### config.mk
export PLATFORM = sky130hd
export DESIGN_NAME = rts_ratio_send_rate_controller
export DESIGN_NICKNAME = d
export VERILOG_FILES = /design/src/rtl/rts_pkg.sv /design/src/rtl/rts_datapath.sv /design/src/rtl/rts_ctrl.sv /design/src/rtl/rts_ratio_send_rate_controller.sv
export VERILOG_INCLUDE_DIRS = /design/src /design/src/rtl
export SDC_FILE = /design/constraint.sdc
export NUM_CORES = 2
export LEC_CHECK = 0
export BUFFER_PORTS_ARGS = -buffer_cell sky130_fd_sc_hd__buf_4
export CAP_MARGIN = 20
export CORE_ASPECT_RATIO = 1.2
export CORE_UTILIZATION = 60
export CTS_BUF_LIST = sky130_fd_sc_hd__clkbuf_8
export DETAILED_ROUTE_END_ITERATION = 6
export PLACE_DENSITY_LB_ADDON = 0.2
export SYNTH_ARGS = -nofsm -noshare
export SYNTH_HDL_FRONTEND = slang
export SYNTH_HIERARCHICAL = 1
export SYNTH_SLANG_ARGS = --single-unit
### constraint.sdc
create_clock -name clk -period 17.1 [get_ports clk]
set_clock_uncertainty 0.05 [all_clocks]
set_input_delay 0.855 -clock clk [delete_from_list [all_inputs] [get_ports clk]]
set_output_delay 0.855 -clock clk [all_outputs]
set_load 0.02 [all_outputs]
### src/rtl/rts_ratio_send_rate_controller_assert.svh
// Assertion helpers for the controller FSM.
`ifndef RTS_RATIO_SEND_RATE_CONTROLLER_ASSERT_SVH
`define RTS_RATIO_SEND_RATE_CONTROLLER_ASSERT_SVH
// Check that a condition implies a consequence in the same cycle.
`define RTS_ASSERT_IMP(lbl, clk, rstn, a, c) \
  lbl: assert property (@(posedge clk) disable iff (!rstn) (a) |-> (c)) \
    else $error("%m: lbl failed");
// Check that a condition implies a consequence in the next cycle.
`define RTS_ASSERT_NXT(lbl, clk, rstn, a, c) \
  lbl: assert property (@(posedge clk) disable iff (!rstn) (a) |=> (c)) \
    else $error("%m: lbl failed");
`endif

### src/rtl/rts_pkg.sv
package rts_pkg;
  localparam logic [1:0] MODE_UNPACED = 2'd0;
  localparam logic [1:0] MODE_SLOW    = 2'd1;
  localparam logic [1:0] MODE_SEARCH  = 2'd2;
  localparam logic [1:0] MODE_STABLE  = 2'd3;
  localparam logic [1:0] CLS_BELOW    = 2'd0;
  localparam logic [1:0] CLS_INSIDE   = 2'd1;
  localparam logic [1:0] CLS_ABOVE    = 2'd2;
  localparam logic [1:0] TMR_NONE     = 2'd0;
  localparam logic [1:0] TMR_RESTART  = 2'd1;
  localparam logic [1:0] TMR_CANCEL   = 2'd2;
  localparam logic [2:0] REG_LOW_TH   = 3'd0;
  localparam logic [2:0] REG_HIGH_TH  = 3'd1;
  localparam logic [2:0] REG_SETTLE   = 3'd2;
  localparam logic [2:0] REG_BLOCKED  = 3'd3;
  localparam logic [2:0] REG_TOL      = 3'd4;
  localparam logic [31:0] PEAK_NUM    = 32'd4096000000;
  localparam int DIV_STEPS = 32;

  typedef enum logic [2:0] {
    ST_IDLE, ST_EVAL, ST_DIV, ST_DONE, ST_OUT
  } state_t;

  typedef struct packed {
    logic eval;      // run one sample or timer update
    logic div_start; // load the divider
    logic div_step;  // one restoring step
    logic div_done;  // commit slow start entry
    logic out_load;  // capture the result item
  } cmd_t;

  typedef struct packed {
    logic need_div;  // item enters slow start
    logic div_last;  // divider on its final step
  } stat_t;
endpackage

### src/rtl/rts_datapath.sv
module rts_datapath #(
  parameter int SAMPLE_WINDOW = 10,
  parameter int STATUS_WINDOW = 20
) (
  input  logic               clk,
  input  logic               rst_n,
  input  rts_pkg::cmd_t      cmd,
  output rts_pkg::stat_t     stat,
  input  logic               it_action,
  input  logic [15:0]        it_ratio,
  input  logic [23:0]        it_tus,
  input  logic               it_cong,
  input  logic               cfg_we,
  input  logic [2:0]         cfg_idx,
  input  logic [31:0]        cfg_wdata,
  output logic [31:0]        cfg_rdata,
  output logic [1:0]         o_mode,
  output logic [31:0]        o_rate,
  output logic               o_mrc,
  output logic               o_send,
  output logic [1:0]         o_tmr
);
  import rts_pkg::*;
  localparam int SW = $clog2(SAMPLE_WINDOW + 1);
  localparam int CW = $clog2(STATUS_WINDOW + 1);
  localparam int DCW = $clog2(DIV_STEPS);

  logic [15:0] low_init_r, high_init_r, low_th_r, high_th_r;
  logic [4:0]  settle_r;
  logic [5:0]  blocked_r;
  logic [19:0] tol_r;
  logic [1:0]  mode_r;
  logic [31:0] cur_r, top_r, bot_r, peak_r;
  logic [1:0]  cring_r [SAMPLE_WINDOW];
  logic [SW-1:0] cfill_r, below_r, inside_r, above_r;
  logic        gring_r [STATUS_WINDOW];
  logic [CW-1:0] gfill_r, gtot_r;
  logic        sat_r;
  logic        send_r;
  logic [1:0]  tmr_r;
  // divider
  logic [31:0] q_r, rem_r;
  logic [23:0] dvs_r;
  logic [DCW-1:0] dcnt_r;
  logic [15:0] lthr_nxt_r;

  // sample and status window update values
  logic [1:0]  cls;
  logic [SW-1:0] b_n, i_n, a_n;
  logic [CW-1:0] g_n;
  always_comb begin
    if (it_ratio < low_th_r) cls = CLS_BELOW;
    else if (it_ratio < high_th_r) cls = CLS_INSIDE;
    else cls = CLS_ABOVE;
    b_n = below_r; i_n = inside_r; a_n = above_r;
    if (cfill_r >= SW'(SAMPLE_WINDOW)) begin
      case (cring_r[SAMPLE_WINDOW-1])
        CLS_BELOW:  if (b_n != '0) b_n = b_n - 1'b1;
        CLS_INSIDE: if (i_n != '0) i_n = i_n - 1'b1;
        default:    if (a_n != '0) a_n = a_n - 1'b1;
      endcase
    end
    case (cls)
      CLS_BELOW:  b_n = b_n + 1'b1;
      CLS_INSIDE: i_n = i_n + 1'b1;
      default:    a_n = a_n + 1'b1;
    endcase
    g_n = gtot_r;
    if (gfill_r >= CW'(STATUS_WINDOW) && gring_r[STATUS_WINDOW-1] && g_n != '0)
      g_n = g_n - 1'b1;
    if (it_cong) g_n = g_n + 1'b1;
  end

  function automatic logic [31:0] rate_gap(logic [31:0] a, logic [31:0] b);
    return (a > b) ? a - b : b - a;
  endfunction

  // Sample that drops the controller back to unpaced.
  logic fall_back;
  always_comb begin
    fall_back = 1'b0;
    if (!(sat_r && mode_r != MODE_UNPACED)) begin
      if (mode_r == MODE_SEARCH && !(32'(i_n) > 32'(settle_r))) begin
        if (it_ratio < low_th_r) fall_back = rate_gap(cur_r, top_r) < 32'(tol_r);
        else if (it_ratio > high_th_r) fall_back = rate_gap(cur_r, bot_r) < 32'(tol_r);
      end else if (mode_r == MODE_STABLE) begin
        fall_back = 32'(b_n) > 32'(settle_r);
      end
    end
  end

  logic [32:0] sum_top, sum_bot, dbl;
  logic [32:0] rem_sh;
  logic [17:0] l3;
  logic [35:0] l3_prod;
  assign sum_top = {1'b0, cur_r} + {1'b0, top_r};
  assign sum_bot = {1'b0, cur_r} + {1'b0, bot_r};
  assign dbl     = {cur_r, 1'b0};
  assign rem_sh  = {rem_r, q_r[31]};
  assign l3      = 18'(3 * it_ratio) + 18'd1792;
  // divide by 10 through the reciprocal ceil(2^21 / 10); exact for this range
  assign l3_prod = 36'(l3) * 36'd209716;

  assign stat.need_div = !it_action && (mode_r == MODE_UNPACED);
  assign stat.div_last = (dcnt_r == DCW'(DIV_STEPS - 1));

  always_ff @(posedge clk) begin
    if (!rst_n) begin
      low_init_r <= '0; high_init_r <= '0; low_th_r <= '0; high_th_r <= '0;
      settle_r <= 5'd7; blocked_r <= 6'd10; tol_r <= 20'd1000;
      mode_r <= MODE_UNPACED; cur_r <= '0; top_r <= '0; bot_r <= '0; peak_r <= '0;
      cfill_r <= '0; below_r <= '0; inside_r <= '0; above_r <= '0;
      gfill_r <= '0; gtot_r <= '0; sat_r <= 1'b0;
      send_r <= 1'b0; tmr_r <= TMR_NONE; dcnt_r <= '0;
    end else begin
      if (cfg_we) begin
        unique case (cfg_idx)
          REG_LOW_TH:  begin low_init_r <= cfg_wdata[15:0]; low_th_r <= cfg_wdata[15:0]; end
          REG_HIGH_TH: begin high_init_r <= cfg_wdata[15:0]; high_th_r <= cfg_wdata[15:0]; end
          REG_SETTLE:  settle_r <= cfg_wdata[4:0];
          REG_BLOCKED: blocked_r <= cfg_wdata[5:0];
          REG_TOL:     tol_r <= cfg_wdata[19:0];
          default: ;
        endcase
      end
      if (cmd.eval) begin
        if (it_action) begin
          gfill_r <= (gfill_r >= CW'(STATUS_WINDOW)) ? CW'(STATUS_WINDOW) : gfill_r + 1'b1;
          gtot_r <= g_n;
          sat_r <= 32'(g_n) > 32'(blocked_r);
          send_r <= !it_cong;
          tmr_r <= (mode_r != MODE_UNPACED) ? TMR_RESTART : TMR_NONE;
        end else begin
          send_r <= fall_back;
          tmr_r <= fall_back ? TMR_CANCEL : TMR_NONE;
          cfill_r <= (cfill_r >= SW'(SAMPLE_WINDOW)) ? SW'(SAMPLE_WINDOW) : cfill_r + 1'b1;
          below_r <= b_n; inside_r <= i_n; above_r <= a_n;
          if (sat_r && mode_r != MODE_UNPACED) begin
            mode_r <= MODE_SEARCH; top_r <= cur_r; bot_r <= '0; cur_r <= cur_r >> 1;
          end else if (mode_r == MODE_SLOW) begin
            if (32'(i_n) > 32'(settle_r)) mode_r <= MODE_STABLE;
            else if (it_ratio < low_th_r)
              cur_r <= (dbl > {1'b0, peak_r}) ? peak_r : dbl[31:0];
            else if (it_ratio > high_th_r) begin
              mode_r <= MODE_SEARCH; top_r <= cur_r; bot_r <= '0; cur_r <= cur_r >> 1;
            end
          end else if (mode_r == MODE_SEARCH) begin
            if (32'(i_n) > 32'(settle_r)) mode_r <= MODE_STABLE;
            else if (it_ratio < low_th_r) begin
              if (rate_gap(cur_r, top_r) < 32'(tol_r)) begin
                mode_r <= MODE_UNPACED;
              end else begin
                bot_r <= cur_r;
                cur_r <= (sum_top[32:1] > peak_r) ? peak_r : sum_top[32:1];
              end
            end else if (it_ratio > high_th_r) begin
              if (rate_gap(cur_r, bot_r) < 32'(tol_r)) begin
                mode_r <= MODE_UNPACED;
              end else begin
                top_r <= (cur_r > peak_r) ? peak_r : cur_r;
                cur_r <= sum_bot[32:1];
              end
            end
          end else if (mode_r == MODE_STABLE) begin
            if (32'(b_n) > 32'(settle_r)) begin
              mode_r <= MODE_UNPACED;
            end else if (32'(a_n) > 32'(settle_r)) begin
              mode_r <= MODE_SEARCH; top_r <= cur_r; bot_r <= '0; cur_r <= cur_r >> 1;
            end
          end
        end
      end
      if (cmd.div_start) begin
        dcnt_r <= '0;
        high_th_r <= 16'd128 + {1'b0, it_ratio[15:1]};
        lthr_nxt_r <= {1'b0, l3_prod[35:21]};
      end
      if (cmd.div_step) dcnt_r <= dcnt_r + 1'b1;
      if (cmd.div_done) begin
        mode_r <= MODE_SLOW;
        peak_r <= (dvs_r == '0) ? 32'hFFFF_FFFF : q_r;
        cur_r  <= (dvs_r == '0) ? 32'h7FFF_FFFF : {1'b0, q_r[31:1]};
        low_th_r <= lthr_nxt_r;
        cfill_r <= '0; below_r <= '0; inside_r <= '0; above_r <= '0;
        send_r <= 1'b0; tmr_r <= TMR_RESTART;
      end
    end
  end

  // restoring divider, one quotient bit a cycle; q_r shifts dividend out
  always_ff @(posedge clk) begin
    if (cmd.div_start) begin
      q_r <= PEAK_NUM; rem_r <= '0; dvs_r <= it_tus;
    end else if (cmd.div_step) begin
      if (rem_sh >= {9'd0, dvs_r}) begin
        rem_r <= 32'(rem_sh - {9'd0, dvs_r});
        q_r <= {q_r[30:0], 1'b1};
      end else begin
        rem_r <= rem_sh[31:0];
        q_r <= {q_r[30:0], 1'b0};
      end
    end
  end

  always_ff @(posedge clk) begin
    if (cmd.eval && !it_action) begin
      for (int k = SAMPLE_WINDOW-1; k > 0; k--) cring_r[k] <= cring_r[k-1];
      cring_r[0] <= cls;
    end
    if (cmd.eval && it_action) begin
      for (int k = STATUS_WINDOW-1; k > 0; k--) gring_r[k] <= gring_r[k-1];
      gring_r[0] <= it_cong;
    end
  end

  always_ff @(posedge clk) begin
    if (cmd.out_load) begin
      o_mode <= mode_r; o_rate <= cur_r; o_mrc <= (mode_r != MODE_UNPACED);
      o_send <= send_r; o_tmr <= tmr_r;
    end
  end

  always_comb begin
    unique case (cfg_idx)
      REG_LOW_TH:  cfg_rdata = {16'd0, low_init_r};
      REG_HIGH_TH: cfg_rdata = {16'd0, high_init_r};
      REG_SETTLE:  cfg_rdata = {27'd0, settle_r};
      REG_BLOCKED: cfg_rdata = {26'd0, blocked_r};
      REG_TOL:     cfg_rdata = {12'd0, tol_r};
      default:     cfg_rdata = '0;
    endcase
  end
endmodule

### src/rtl/rts_ctrl.sv
`include "rts_ratio_send_rate_controller_assert.svh"
module rts_ctrl (
  input  logic            clk,
  input  logic            rst_n,
  input  logic            in_valid,
  output logic            in_ready,
  output logic            out_valid,
  input  logic            out_ready,
  input  rts_pkg::stat_t  stat,
  output rts_pkg::cmd_t   cmd
);
  import rts_pkg::*;
  state_t state_r, state_nxt;
  logic   ov_r, ov_nxt;

  always_ff @(posedge clk) begin
    if (!rst_n) begin
      state_r <= ST_IDLE; ov_r <= 1'b0;
    end else begin
      state_r <= state_nxt; ov_r <= ov_nxt;
    end
  end

  always_comb begin
    state_nxt = state_r;
    cmd = '0;
    ov_nxt = ov_r && !out_ready;
    in_ready = 1'b0;
    unique case (state_r)
      ST_IDLE: begin
        in_ready = 1'b1;
        if (in_valid) state_nxt = ST_EVAL;
      end
      ST_EVAL: begin
        if (stat.need_div) begin
          cmd.div_start = 1'b1; state_nxt = ST_DIV;
        end else begin
          cmd.eval = 1'b1; state_nxt = ST_OUT;
        end
      end
      ST_DIV: begin
        cmd.div_step = 1'b1;
        if (stat.div_last) state_nxt = ST_DONE;
      end
      ST_DONE: begin
        cmd.div_done = 1'b1; state_nxt = ST_OUT;
      end
      ST_OUT: begin
        if (!ov_r || out_ready) begin
          cmd.out_load = 1'b1; ov_nxt = 1'b1; state_nxt = ST_IDLE;
        end
      end
      default: state_nxt = ST_IDLE;
    endcase
  end
  assign out_valid = ov_r;

  `RTS_ASSERT_IMP(a_ready_idle, clk, rst_n, in_ready, state_r == ST_IDLE)
  `RTS_ASSERT_NXT(a_load_valid, clk, rst_n, cmd.out_load, out_valid)
  `RTS_ASSERT_NXT(a_div_steps, clk, rst_n, cmd.div_start, state_r == ST_DIV)
endmodule

### src/rtl/rts_ratio_send_rate_controller.sv
// Flow: an accepted item is evaluated, then its result is loaded to the outputs;
// a slow start entry first runs a 32-step restoring divider for the peak rate.
// A new item is taken only after the last result is loaded to the outputs; a result
// still waiting for out_ready stalls the next item for as long as it waits.
// Reset: synchronous active-low rst_n; mode unpaced, rates zero, windows empty.
module rts_ratio_send_rate_controller #(
  parameter int SAMPLE_WINDOW = 10,
  parameter int STATUS_WINDOW = 20
) (
  input  logic        clk,
  input  logic        rst_n,
  input  logic        in_valid,
  output logic        in_ready,
  input  logic        in_action,
  input  logic [15:0] in_ratio_sample,
  input  logic [23:0] in_min_send_time_us,
  input  logic        in_mac_congested,
  output logic        out_valid,
  input  logic        out_ready,
  output logic [1:0]  out_mode,
  output logic [31:0] out_send_rate,
  output logic        out_mac_rate_control,
  output logic        out_send_now,
  output logic [1:0]  out_timer_command,
  input  logic        psel,
  input  logic        penable,
  input  logic        pwrite,
  input  logic [4:0]  paddr,
  input  logic [31:0] pwdata,
  output logic [31:0] prdata,
  output logic        pready
);
  import rts_pkg::*;
  cmd_t  cmd;
  stat_t stat;
  // Capture the item at accept so the input side may move on.
  logic        act_r, cong_r;
  logic [15:0] ratio_r;
  logic [23:0] tus_r;

  always_ff @(posedge clk) begin
    if (in_valid && in_ready) begin
      act_r <= in_action; ratio_r <= in_ratio_sample;
      tus_r <= in_min_send_time_us; cong_r <= in_mac_congested;
    end
  end

  assign pready = 1'b1;

  rts_ctrl u_ctrl (
    .clk, .rst_n, .in_valid, .in_ready, .out_valid, .out_ready,
    .stat, .cmd
  );

  // Writes land at the access phase; user keeps the block idle then; no hardware check.
  rts_datapath #(.SAMPLE_WINDOW(SAMPLE_WINDOW), .STATUS_WINDOW(STATUS_WINDOW)) u_dp (
    .clk, .rst_n, .cmd, .stat,
    .it_action(act_r), .it_ratio(ratio_r), .it_tus(tus_r), .it_cong(cong_r),
    .cfg_we(psel && penable && pwrite && pready),
    .cfg_idx(paddr[4:2]), .cfg_wdata(pwdata), .cfg_rdata(prdata),
    .o_mode(out_mode), .o_rate(out_send_rate), .o_mrc(out_mac_rate_control),
    .o_send(out_send_now), .o_tmr(out_timer_command)
  );
endmodule

## Yosys cells after proc, flatten, opt, wreduce, memory -nomap -nowiden

Memory sizes are Yosys's and may differ from the RTL's.
Index checks and enable logic that the tools add are counted.

| word-level totals | value |
|---|---|
| flip-flop bits (word level) | 447 |
| RAM bits | 40 |
| bits of input ports | 86 |
| output and inout port bits | 73 |
| logic and storage cells | 311 |
| memories kept | 2 |

Memories:

| name | depth | bits a word | rd ports | clocked after Yosys merged registers in | wr ports | RTL line | RTL |
|---|---|---|---|---|---|---|---|
| u_dp.cring_r | 10 | 2 | 10 | 0 | 10 | rts_datapath.sv:34 | `logic [1:0] cring_r [SAMPLE_WINDOW];` |
| u_dp.gring_r | 20 | 1 | 20 | 0 | 20 | rts_datapath.sv:36 | `logic gring_r [STATUS_WINDOW];` |

| operators by class | value |
|---|---|
| add/sub/neg operators | 20 |
| multipliers | 2 |
| order comparisons | 17 |
| equal/unequal tests | 45 |
| multiplexer cells | 125 |
| bitwise logic cells | 2 |
| reductions and logical operators | 59 |

Operators by type and width:

| cell | count |
|---|---|
| 32-bit 2-to-1 mux | 49 |
| 32-bit greater-than comparator | 4 |
| 32-bit subtractor | 4 |
| 20-bit case mux with 5 select lines | 1 |
| 16-bit 2-to-1 mux | 6 |
| 32-bit by 32-bit adder with 33-bit output | 2 |
| 32-bit by 20-bit < comparator with 1-bit output | 2 |
| 4-bit 2-to-1 mux | 13 |
| 2-bit 2-to-1 mux | 19 |
| 18-bit by 16-bit multiplier with 34-bit output (second input constant) | 1 |
| 33-bit by 24-bit >= comparator with 1-bit output | 1 |
| 33-bit by 32-bit greater-than comparator with 1-bit output | 1 |
| 16-bit < comparator | 2 |
| 32-bit by 24-bit subtractor with 32-bit output | 1 |
| 31-bit 2-to-1 mux | 1 |
| 1-bit 2-to-1 mux | 26 |
| 5-bit 2-to-1 mux | 5 |
| 24-bit logical NOT | 1 |
| 11-bit AND reduction | 2 |
| 2-bit AND reduction | 10 |
| 4-bit nonzero test | 5 |
| 5-bit nonzero test | 4 |
| 18-bit by 11-bit adder with 18-bit output (second input constant) | 1 |
| 2-bit by 16-bit multiplier with 18-bit output (first input constant) | 1 |
| 45 further kinds | 108 |

## Depth between registers and ports, before layout

An unclocked memory read counts as a cell.

| logic depth | value |
|---|---|
| depth after elaboration | 17 |
| mapped depth | 37 |

## Modules after synthesis

The synthesis kept the hierarchy.

By module, submodules not included:

| module | times used | cells each | area each (um^2) | sequential area each (um^2) |
|---|---|---|---|---|
| rts_datapath | 1 | 5054 | 41678.7 | 9999.6 |
| rts_ratio_send_rate_controller | 1 | 46 | 1285.0 | 1261.2 |
| rts_ctrl | 1 | 24 | 220.2 | 80.1 |

## Worst setup path after synthesis

Ideal clock, no wire load.

| path | value |
|---|---|
| path kind | reg2reg |
| start point | reg ratio_r[1] |
| end point | reg u_dp.lthr_nxt_r[14], data pin |
| library setup time | 0.266 ns |
| arrival time | 8.038 ns |
| data required time | 16.784 ns |
| path slack | 8.746 ns |
| cell stages (with the launch flop) | 37 |
| path buffers | 0 |
| clock period less this slack | 8.354 ns |
| cell sequence | edfxtp_1 -> ha_1 -> ha_1 -> inv_1 -> fa_1 -> nor2b_1 -> o21ai_0 -> a21boi_0 -> o21ai_0 -> a21boi_0 -> o21ai_0 -> a21boi_0 -> o21a_1 -> o21ai_0 -> o2bb2ai_1 -> xnor2_1 -> ha_1 -> ha_1 -> inv_1 -> fa_1 -> inv_1 -> fa_1 -> fa_1 -> inv_1 -> fa_1 -> inv_1 -> ha_1 -> a211o_1 -> a221oi_1 -> o21ai_0 -> a21oi_1 -> or3_1 -> a311o_1 -> a31oi_1 -> a41o_1 -> o41ai_1 -> xnor2_1 |

| on the way | value |
|---|---|
| longest elaborated chain between the ends | 3 |

Ends and longest elaborated chain:

| what | RTL line | RTL |
|---|---|---|
| from (decl) | rts_ratio_send_rate_controller.sv:38 | `logic [15:0] ratio_r;` |
| from (signal assigned) | rts_ratio_send_rate_controller.sv:43 | `act_r <= in_action; ratio_r <= in_ratio_sample;` |
| 2-bit by 16-bit multiplier with 18-bit output | rts_datapath.sv:100 | `assign l3 = 18'(3 * it_ratio) + 18'd1792;` |
| 18-bit by 11-bit adder with 18-bit output | rts_datapath.sv:100 |  |
| 18-bit by 16-bit multiplier with 34-bit output | rts_datapath.sv:102 | `assign l3_prod = 36'(l3) * 36'd209716;` |
| named net u_dp.l3_prod[35] | rts_datapath.sv:95 | `logic [35:0] l3_prod;` |
| to (signal assigned) | rts_datapath.sv:176 | `lthr_nxt_r <= {1'b0, l3_prod[35:21]};` |
| to (decl) | rts_datapath.sv:45 | `logic [15:0] lthr_nxt_r;` |

The timed path passes the listed nets, and every way through them passes these cells.
A chain may end at the register's enable or synchronous reset.

## Worst setup path in the final report

| path | value |
|---|---|
| start point | reg ratio_r[2] |
| end point | reg u_dp.lthr_nxt_r[14], data pin |

The elaborated chain is that of the path after synthesis.

==> flow_metrics.tcl <==
set metrics [dict create \
    cp_top_family "adder cells" \
    die_x_um 247 \
    fillerInstances 6203 \
    synthTopCellsByCount "ha_1, a21oi_1, inv_1" \
    grt_max_degree 91 \
    synth-xor-area-share_pct 4.36 \
    power_per_cell_area_mw_per_mm2 197 \
    p_leak_nw 20.5 \
    netlist.area_leader.share_pct 16.9 \
    cp-endpoint "u_dp/lthr_nxt_r[14]" \
    post-place-cells 6007 \
    drtIter0Drc 3247 \
    drc 12 \
    fmax_mhz 99.6 \
    dp_slack_ns 7.06 \
    finalNonFillerCells 6168 \
    hold_buffers 0 \
    ant_nets 0 \
    io_pins 159 \
    dpl_cell_area_mm2 0.0449 \
    synth_top_family_by_area "compound AO/OA/AOI/OAI gates" \
    required_ns 17.53 \
    fp.dieArea_mm2 0.0731 \
    dp_hpwl_um 106000 \
    r2r-end "u_dp/lthr_nxt_r[14]" \
    drive_gt1_share_pct 8.76 \
    grt_busiest_layer "met2" \
    path_max_fanout 6 \
    yosysMostFrequentCell "ha_1" \
    ys_warn_count 6 \
    hold_violations 0 \
    grt.met3_usage_pct 6.44 \
    syn_avg_cell_area_um2 8.43 \
    rr_startpoint "ratio_r[2]" \
    crit_arrival_ns 10.47 \
    design_area_mm2 0.0467 \
    end_kind "flop" \
    synthSimpleGateAreaFrac_pct 14.3 \
    cap_violations 0 \
    track_usage_pct 37.7 \
    port_buffers 131 \
    numClockSinks 487 \
    cts_made_buffers 84 \
    synth_top_area_cell "ha_1" \
    fin_hold_ws_ns 0.239 \
    period_share_pct 58.7 \
    worstSetupPathType "reg2reg" \
    synth-adder-area-share_pct 21.3 \
    areaGrowthSynthToFinish_pct 8.22 \
    synth_flop_cell "dfxtp_1" \
    rows 107 \
    finalSetupTns_ns 0 \
    setup_slack_ns 7.06 \
    wl_per_cell_um 22.6 \
    clk_latency_ns 0.75 \
    cp.depth 36 \
    ys_seq_area_share_pct 26.3 \
    grt_pass1_wl_um 213000 \
    syn_inst 5124 \
    firstDrtPassIters 7 \
    postCtsSetupRepairBufs 0 \
    worstMarginPinSlew_ns 1.19 \
    die_height_um 296 \
    grt_pass1_vias 37700 \
    met1_usage_pct 43.7 \
    final_max_slew_viol_count 0 \
    nets 5936 \
    antenna_found_initial 12 \
    cts_tree "yes" \
    cp.buffers_inverters 5 \
    power_mw 9.22 \
    crit_path_top_delay_cell "xnor2_1" \
    crit_start "ratio_r[2]" \
    synth_compound_area_share_pct 22.4 \
    grtUsageMet2_pct 63.5 \
    synth.mux.area_fraction_pct 4.28 \
    hold_class "in2reg" \
    wl_um 139000 \
    relSlewSlack_pct 20.7 \
    cts.clk_slew.worst_paths_ns 0.07 \
    root_buffer "clkbuf_8" \
    cts_resized 0 \
    vias_per_cell 6.37 \
    ys_async_sr_fraction_pct 0 \
    rrSetupSlack_ns 7.06 \
    failed_checks "design-rule violations" \
    synthTopCellsByArea "ha_1, dfxtp_1, edfxtp_1" \
    gp_congestion 1.03 \
    syn-cell-area_mm2 0.0432 \
    peakVddDrop_v 0.000737 \
    start_util_pct 60.7 \
    cpPeakStageDelay_ns 0.68 \
    htreeDepth 3 \
    routed-via-count 39300 \
    final-setup-viol-count 0 \
    cts.path.max_buffers 3 \
    fin_util_pct 65.7 \
    crit_path_start_kind "flop" \
    rsz0062_at_grt "false" \
    outcome "finished, violations left" \
    grt_overflow_total 0 \
    synthDistinctLibCells 105 \
    fin_crit_ns 10.04 \
    fp.coreArea_mm2 0.0711 \
    synth-seq-cells 487 \
    synth_edf_count 159 \
    reg2reg_depth 36 \
]
[flip-flops by register name, indices dropped and copies added (netlist names), 16 cells and up]
register          cells
u_dp/bot_r           32
u_dp/cur_r           32
u_dp/o_rate          32
u_dp/peak_r          32
u_dp/q_r             32
u_dp/rem_r           32
u_dp/top_r           32
tus_r                24
u_dp/dvs_r           24
u_dp/cring_r         20
u_dp/gring_r         20
u_dp/tol_r           20
ratio_r              16
u_dp/high_init_r     16
u_dp/high_th_r       16
u_dp/low_init_r      16
u_dp/low_th_r        16
[kinds of logic (layout without fill, tap and decap cells)]
group	Yosys count	count (layout)
muxes	182	182
xor gates and xnor gates	215	215
buffers and inverters	755	859
adders and majority gates	679	679
AOI/OAI and AO/OA	1483	1483
DFF	487	487
and+or+nand+nor	1321	1321
other	2	16
[worst min path at each step]
stage                            start                   to  slack (ns)  cells past startpoint
2_1_floorplan       u_dp/cring_r[0][8]  u_dp/cring_r[0][10]        0.35                      0
3_3_place_gp        u_dp/gring_r[0][0]   u_dp/gring_r[0][1]        0.35                      0
3_5_place_dp                 tus_r[12]       u_dp/dvs_r[12]        0.35                      0
4_1_cts        in_min_send_time_us[13]            tus_r[13]        0.19                      1
5_1_grt         in_min_send_time_us[0]             tus_r[0]        0.21                      1
6_report        in_min_send_time_us[3]             tus_r[3]        0.24                      1
[worst reg2reg max path, delay by kind of cell, from the launching register on]
kind | cells | cell delay [ns]
xor+xnor | 2 | 0.80
flops | 1 | 0.50
fa+ha+maj | 10 | 3.92
simple gates | 2 | 0.37
buf+inv | 5 | 0.26
compound gates | 17 | 3.91
[where the power goes]
part	leakage [nW]	internal (mW)	switching, mW
logic	15.3	2.79	3.67
clock network	1.02	0.628	0.529
registers	4.14	1.55	0.0660
[routing by layer]
metal / vias up / wire (um)
met2: 1724 / 65600
met1: 18600 / 53100
met3: 499 / 10100
met5: - / 126
met4: 18 / 10300
li1: 18500 / -
[cell type report]
class | instances | area [um2] | area share (%)
Sequential cell | 487 | 11300 | 24.3
Inverter | 501 | 1880 | 4.03
Clock buffer | 100 | 1380 | 2.94
Multi-Input combinational cell | 3893 | 29000 | 62.1
Clock inverter | 54 | 423 | 0.905
Antenna cell | 3 | 7.51 | 0.0161
Tap cell | 926 | 1160 | 2.48
Timing Repair Buffer | 204 | 1540 | 3.30
[placed cells by master (no fill, tap or decap), drive strengths merged, types with 20 or more instances in the layout]
cell,n
a2111oi,20
a211oi,85
a21o,95
a21oi,531
a311oi,29
a31oi,73
a32oi,21
and2,20
buf,204
clkbuf,100
clkinv,20
dfxtp,328
edfxtp,159
fa,95
ha,584
inv,528
mux2,22
mux2i,160
nand2,417
nand2b,50
nand3,88
nand4,73
nor2,383
nor2b,43
nor3,110
nor4,27
o211ai,60
o21a,38
o21ai,244
o21bai,35
o221a,26
o221ai,27
o31ai,60
or3,39
xnor2,166
xor2,49
Power figures use the tool's default switching activity.
